**config.mk**
```make
export PLATFORM = sky130hd
export DESIGN_NAME = hsfc_front
export DESIGN_NICKNAME = d
export VERILOG_FILES = /design/src/sv/hsfc_pkg.sv /design/src/sv/hsfc_front.sv
export SDC_FILE = /design/constraint.sdc
export NUM_CORES = 1
export LEC_CHECK = 0
export BUFFER_PORTS_ARGS = -buffer_cell sky130_fd_sc_hd__buf_2
export CORE_MARGIN = 2
export CORE_UTILIZATION = 60
export CTS_CLUSTER_DIAMETER = 30
export DETAILED_ROUTE_END_ITERATION = 12
export PLACE_DENSITY_LB_ADDON = 0.3
export RECOVER_POWER = 25
export SLEW_MARGIN = 20
export SYNTH_ARGS = -nofsm -noshare
export SYNTH_HDL_FRONTEND = slang
export SYNTH_SLANG_ARGS = --single-unit
```
**constraint.sdc**
```tcl
create_clock -name clk -period 7.14 [get_ports clk]
set_clock_uncertainty 0.05 [all_clocks]
set_input_delay 2.142 -clock clk [delete_from_list [all_inputs] [get_ports clk]]
set_output_delay 2.142 -clock clk [all_outputs]
set_load 0.01 [all_outputs]
```
**src/sv/hsfc_pkg.sv**
```systemverilog
// Shared types, constants and functions of the humidity sensor frame checker.
package hsfc_pkg;

    localparam logic [7:0]  CRC_INIT    = 8'hFF;
    localparam logic [7:0]  CRC_POLY    = 8'h31;
    localparam logic [14:0] TEMP_SPAN   = 15'd17500;
    localparam logic [14:0] TEMP_OFFSET = 15'd4500;
    localparam logic [13:0] HUM_SPAN    = 14'd10000;
    localparam int          QUEUE_DEPTH = 2;

    typedef enum logic [1:0] {
        ST_OK       = 2'd0,
        ST_DISABLED = 2'd1,
        ST_TEMP_CRC = 2'd2,
        ST_HUM_CRC  = 2'd3
    } status_t;

    typedef struct packed {
        logic [15:0] raw_temperature;
        logic [15:0] raw_humidity;
        status_t     status;
    } frame_t;

    // One byte of CRC-8, MSB first, no final XOR.
    function automatic logic [7:0] crc8_byte(input logic [7:0] crc, input logic [7:0] data);
        logic [7:0] c;
        c = crc ^ data;
        for (int k = 0; k < 8; k++) begin
            if (c[7])
                c = {c[6:0], 1'b0} ^ CRC_POLY;
            else
                c = {c[6:0], 1'b0};
        end
        return c;
    endfunction

    // Exact floor(n / 65535) for quotients below 65536: (n + (n >> 16) + 1) >> 16.
    function automatic logic [15:0] div_65535(input logic [30:0] n);
        logic [31:0] sum;
        sum = 32'(n) + 32'(n[30:16]) + 32'd1;
        return sum[31:16];
    endfunction

endpackage

```
**src/sv/hsfc_front.sv**
```systemverilog
// Front end: tracks the byte position, runs the CRC and builds the frame record.
module hsfc_front (
    input  logic            clk,
    input  logic            rst_n,
    input  logic            sensor_enabled,
    input  logic            byte_accept,
    input  logic [7:0]      byte_value,
    input  logic            frame_start,
    output logic            push,
    output hsfc_pkg::frame_t frame
);
    import hsfc_pkg::*;

    logic [2:0]  pos_reg, pos_next;
    logic [7:0]  crc_reg, crc_next;
    logic [15:0] tword_reg, tword_next;
    logic        tgood_reg, tgood_next;
    logic [15:0] hword_reg, hword_next;
    logic [2:0]  pos;

    always_comb begin
        pos = (frame_start || pos_reg > 3'd5) ? 3'd0 : pos_reg;
        pos_next   = pos_reg;
        crc_next   = crc_reg;
        tword_next = tword_reg;
        tgood_next = tgood_reg;
        hword_next = hword_reg;
        push       = 1'b0;

        frame.raw_temperature = tword_reg;
        frame.raw_humidity    = hword_reg;
        if (!sensor_enabled)
            frame.status = ST_DISABLED;
        else if (!tgood_reg)
            frame.status = ST_TEMP_CRC;
        else if (crc_reg != byte_value)
            frame.status = ST_HUM_CRC;
        else
            frame.status = ST_OK;

        if (byte_accept) begin
            pos_next = pos + 3'd1;
            case (pos)
                3'd0:
                begin
                    crc_next   = crc8_byte(CRC_INIT, byte_value);
                    tword_next = {byte_value, 8'h00};
                end
                3'd1:
                begin
                    crc_next   = crc8_byte(crc_reg, byte_value);
                    tword_next = {tword_reg[15:8], byte_value};
                end
                3'd2:
                begin
                    tgood_next = (crc_reg == byte_value);
                    crc_next   = CRC_INIT;
                end
                3'd3:
                begin
                    crc_next   = crc8_byte(CRC_INIT, byte_value);
                    hword_next = {byte_value, 8'h00};
                end
                3'd4:
                begin
                    crc_next   = crc8_byte(crc_reg, byte_value);
                    hword_next = {hword_reg[15:8], byte_value};
                end
                default:
                begin
                    crc_next = CRC_INIT;
                    pos_next = 3'd0;
                    push     = 1'b1;
                end
            endcase
        end
    end

    always_ff @(posedge clk or negedge rst_n) begin
        if (!rst_n) begin
            pos_reg   <= 3'd0;
            crc_reg   <= CRC_INIT;
            tword_reg <= 16'd0;
            tgood_reg <= 1'b0;
            hword_reg <= 16'd0;
        end else begin
            pos_reg   <= pos_next;
            crc_reg   <= crc_next;
            tword_reg <= tword_next;
            tgood_reg <= tgood_next;
            hword_reg <= hword_next;
        end
    end

endmodule

```
==> impl_metrics.csv <==
group,metric,value,unit
layout,multi_input_area,1410,um^2
pwr,switching_share,33.7,%
yosys,postSynthRegisterBits,44,
sta,period_minus_slack,5.71,ns
layout,synthToLayoutAreaGrowth,12.7,%
floorplanning,core,4290,um^2
worst_setup_path,worst_r2r_end,"crc_reg[5]$_DFFE_PN1P_",
global_route,grt_first_pass_wirelength,9190,um
routing,drc,0,
clocking,cts.reportedPaths.clkPinSlew,0.08,ns
yosys,yosys.cell_types.count,47,
yosys,synthFlopType,"sky130_fd_sc_hd__dfrtp_1",
worst_setup_path,critPathSlowestCell,"sky130_fd_sc_hd__a211oi_1",
pwr,ir_worst_vdd,0.224,mV
floorplanning,initial_utilization,61.2,%
clocking,cts_root_buffer,"sky130_fd_sc_hd__clkbuf_8",
global_route,grt_pass1_vias,1814,
sta,period_share,80.0,%
worst_setup_path,critPathTopFamily,"compound AO/OA/AOI/OAI gates",
sta,final-setup-viol-count,0,
routing,wl_per_cell,17.8,um
yosys,synthesized_area,2630,um^2
min_path,worstHoldEndpoint,"tword_reg[3]$_DFFE_PN0P_",
worst_setup_path,critical_path_peak_fanout,6,
yosys,synth_warnings,0,
routing,detail_route.first_pass.iterations,4,
floorplanning,dieArea,4930,um^2
yosys,post_synth_main_area_contributors,"sky130_fd_sc_hd__dfrtp_1 34%, sky130_fd_sc_hd__dfstp_2 8.0%, sky130_fd_sc_hd__mux2_2 7.7%",
yosys,synth.cells.most_frequent,"36 x sky130_fd_sc_hd__dfrtp_1, 19 x sky130_fd_sc_hd__nand2_1, 18 x sky130_fd_sc_hd__mux2_2",
layout,layout.area.seq,1110,um^2
pwr,combinationalPowerShare,43.3,%
routing,routed-via-count,1900,
run_status,violations,"capacitance limit, slew limit",
routing,routed_wirelength,5670,um
pwr,power,1.07,mW
worst_setup_path,cpMostUsedCell,"sky130_fd_sc_hd__buf_2",
worst_setup_path,cp-start-kind,"input port",
place,io_buffers,47,
layout,drive_gt1_share,36.8,%
global_route,gr-total-overflow,0,
layout,postLayoutCoreUtil,69.1,%
sta,max-slew-margin-rel,-57.4,%
global_route,groute.usage.overall,24.1,%
worst_setup_path,worstPathRequired,4.95,ns
sta,rsz0062_at_grt,"no",
clocking,cts_resized,0,
floorplanning,top_level_ports,48,
worst_setup_path,critical_path_arrival,3.52,ns
clocking,cts_made_buffers,5,
min_path,hold_path.startpoint,"tword_reg[3]$_DFFE_PN0P_",
run_status,outcome,"finished, violations left",
yosys,synth_most_common_cell,"sky130_fd_sc_hd__dfrtp_1",
layout,antenna_diode_instance_count,0,
worst_setup_path,max_stage_delay,0.47,ns
floorplanning,width_of_the_die,70.2,um
worst_setup_path,rrSetupSlack,4.17,ns
sta,timing_worst_slew_pin_value,2.36,ns
worst_setup_path,r2r.worst_path.cells,7,
yosys,synthDominantCellAreaShare,34.3,%
clocking,setup_repair_bufs_after_cts,0,
global_route,pin_count_of_the_biggest_net_entering_global_routing,45,
pwr,p_leak,1.38,nW
yosys,synth.avg_cell_area,11.7,um^2
routing,drtAntennaViolNets,0,
clocking,cts_hold_buffers,0,
clocking,cts_tree,"yes",
place,dp_worst_setup_slack,1.42,ns
yosys,netlist_instances,225,
sta,slew_violations,45,
layout,fin_area,2970,um^2
yosys,yosysSeqAreaShare,42.2,%
place,dp_cells,310,
place,place.detailed.hpwl,3800,um
pwr,power.share.clock,19.3,%
pwr,internal-power,709,uW
pwr,switchingPower,361,uW
yosys,async_flop_share,100,%
clocking,worstSkewPairLatency,0.30,ns
sta,final.setup.tns,0,ns
yosys,syn-num-nets,243,
global_route,antenna_found_initial,0,
place,placedInstanceArea,2850,um^2
job,drv_cap,1,
clocking,cts-root-to-sink-buffers,2,
min_path,number_of_stages_on_the_worst_hold_path,1,
sta,final_hold_viol_count,0,
sta,hold-worst-slack,0.450,ns
layout,nFillCells,313,
floorplanning,die_height,70.2,um
sta,finalWorstSetupSlack,1.43,ns
layout,finalNetCount,283,
worst_setup_path,combined_buffer_and_inverter_count_along_the_critical_path,2,
worst_setup_path,cp_cell_sequence,"buf_2 > a211oi_1 > ha_1 > nand2_1 > and4_1 > buf_2",
place,final_replace_weighted_congestion,0.851,
min_path,min-delay-path-class,"flop to flop",
routing,route.detailed.vias_per_inst,5.97,
sta,fmax,0.175,GHz
worst_setup_path,timing_worst_setup_path_type,"input port to output port",
clocking,clock_sink_count,44,
yosys,count_of_flip_flops_with_a_built_in_enable_after_synthesis,0,
pwr,pwr-share-seq,37.4,%
routing,number_of_design_rule_violations_left_by_the_first_detailed_router_iteration,135,
yosys,yosysTopAreaCell,"sky130_fd_sc_hd__dfrtp_1",
floorplanning,standard_cell_row_count,24,
pwr,power_density_over_the_cells,361,nW/um^2
worst_setup_path,regToRegStartpoint,"pos_reg[1]$_DFFE_PN0P_",
worst_setup_path,crit_path_end_kind,"output port",
layout,finalNonFillerCells,318,
clocking,clock_tree.htree_level_count,2,
==> cell usage in the layout, fill, tap and decap left out, types with 2 or more instances in the layout <==
| cell type | n |
|---|---|
| sky130_fd_sc_hd__buf_2 | 46 |
| sky130_fd_sc_hd__dfrtp_1 | 36 |
| sky130_fd_sc_hd__nand2_1 | 19 |
| sky130_fd_sc_hd__mux2_2 | 18 |
| sky130_fd_sc_hd__nor2_1 | 15 |
| sky130_fd_sc_hd__xnor2_1 | 9 |
| sky130_fd_sc_hd__o21ai_0 | 9 |
| sky130_fd_sc_hd__dfstp_2 | 8 |
| sky130_fd_sc_hd__nand4_1 | 7 |
| sky130_fd_sc_hd__a22o_1 | 7 |
| sky130_fd_sc_hd__xnor3_1 | 7 |
| sky130_fd_sc_hd__clkbuf_8 | 6 |
| sky130_fd_sc_hd__inv_1 | 5 |
| sky130_fd_sc_hd__a21oi_1 | 5 |
| sky130_fd_sc_hd__nor4b_1 | 5 |
| sky130_fd_sc_hd__nor4_1 | 5 |
| sky130_fd_sc_hd__or2_2 | 5 |
| sky130_fd_sc_hd__o41ai_1 | 5 |
| sky130_fd_sc_hd__nand3_1 | 5 |
| sky130_fd_sc_hd__ha_1 | 5 |
| sky130_fd_sc_hd__xnor2_4 | 3 |
| sky130_fd_sc_hd__o32a_1 | 3 |
| sky130_fd_sc_hd__or3b_2 | 2 |
| sky130_fd_sc_hd__xnor2_2 | 2 |
| sky130_fd_sc_hd__and3_1 | 2 |
| sky130_fd_sc_hd__nand3b_1 | 2 |
| sky130_fd_sc_hd__or4_1 | 2 |
| sky130_fd_sc_hd__xor2_1 | 2 |
| sky130_fd_sc_hd__nand4b_1 | 2 |
==> area by class of cell <==
type | instances | share of cell area [%]
Sequential cell | 44 | 37.5
Inverter | 6 | 0.759
Multi-Input combinational cell | 161 | 47.6
Timing Repair Buffer | 47 | 7.89
Clock buffer | 6 | 2.78
Tap cell | 52 | 2.19
Clock inverter | 2 | 1.31
==> layer usage <==
metal  global-route usage [%]  up-vias  part of all wire (%)
li1                         -      903                     -
met1                     33.4      926                    45
met2                     40.1       61                    48
met3                     3.90       10                   5.2
met4                     6.20        0                   1.8
met5                        0        -                     0
==> power groups by stage <==
stage | Clock [mW] | Combinational, mW | Sequential, mW
2_1_floorplan | 0 | 0.318 | 0.428
3_3_place_gp | 0 | 0.446 | 0.401
3_5_place_dp | 0 | 0.455 | 0.404
4_1_cts | 0.208 | 0.463 | 0.400
5_1_grt | 0.216 | 0.500 | 0.411
6_report | 0.207 | 0.463 | 0.400
==> how the worst max path moves through the flow <==
stage	start	end	cells past startpoint
after floorplan	frame_start	push	4
after global placement	frame_start	push	6
after detailed placement	frame_start	push	6
after CTS	frame_start	push	6
after global routing	frame_start	push	6
final	frame_start	push	6
==> worst reg2reg max path, cell delays in order (launching register included) <==
cell and delay (ns):
sky130_fd_sc_hd__dfrtp_1 0.48, sky130_fd_sc_hd__nor3b_4 0.39, sky130_fd_sc_hd__inv_1 0.15, sky130_fd_sc_hd__ha_1 0.30, sky130_fd_sc_hd__nor4b_2 0.78, sky130_fd_sc_hd__nor4_1 0.13
sky130_fd_sc_hd__o41ai_1 0.45, sky130_fd_sc_hd__nand3_1 0.16
==> logic make-up after synthesis <==
group	share of synthesized area, %
compound gates	9.28
flops	42.2
buf+inv	4.09
simple gates	16.9
xor+xnor	17.0
mux	8.09
fa+ha+maj	2.38
(Power assumes the default switching activity.)
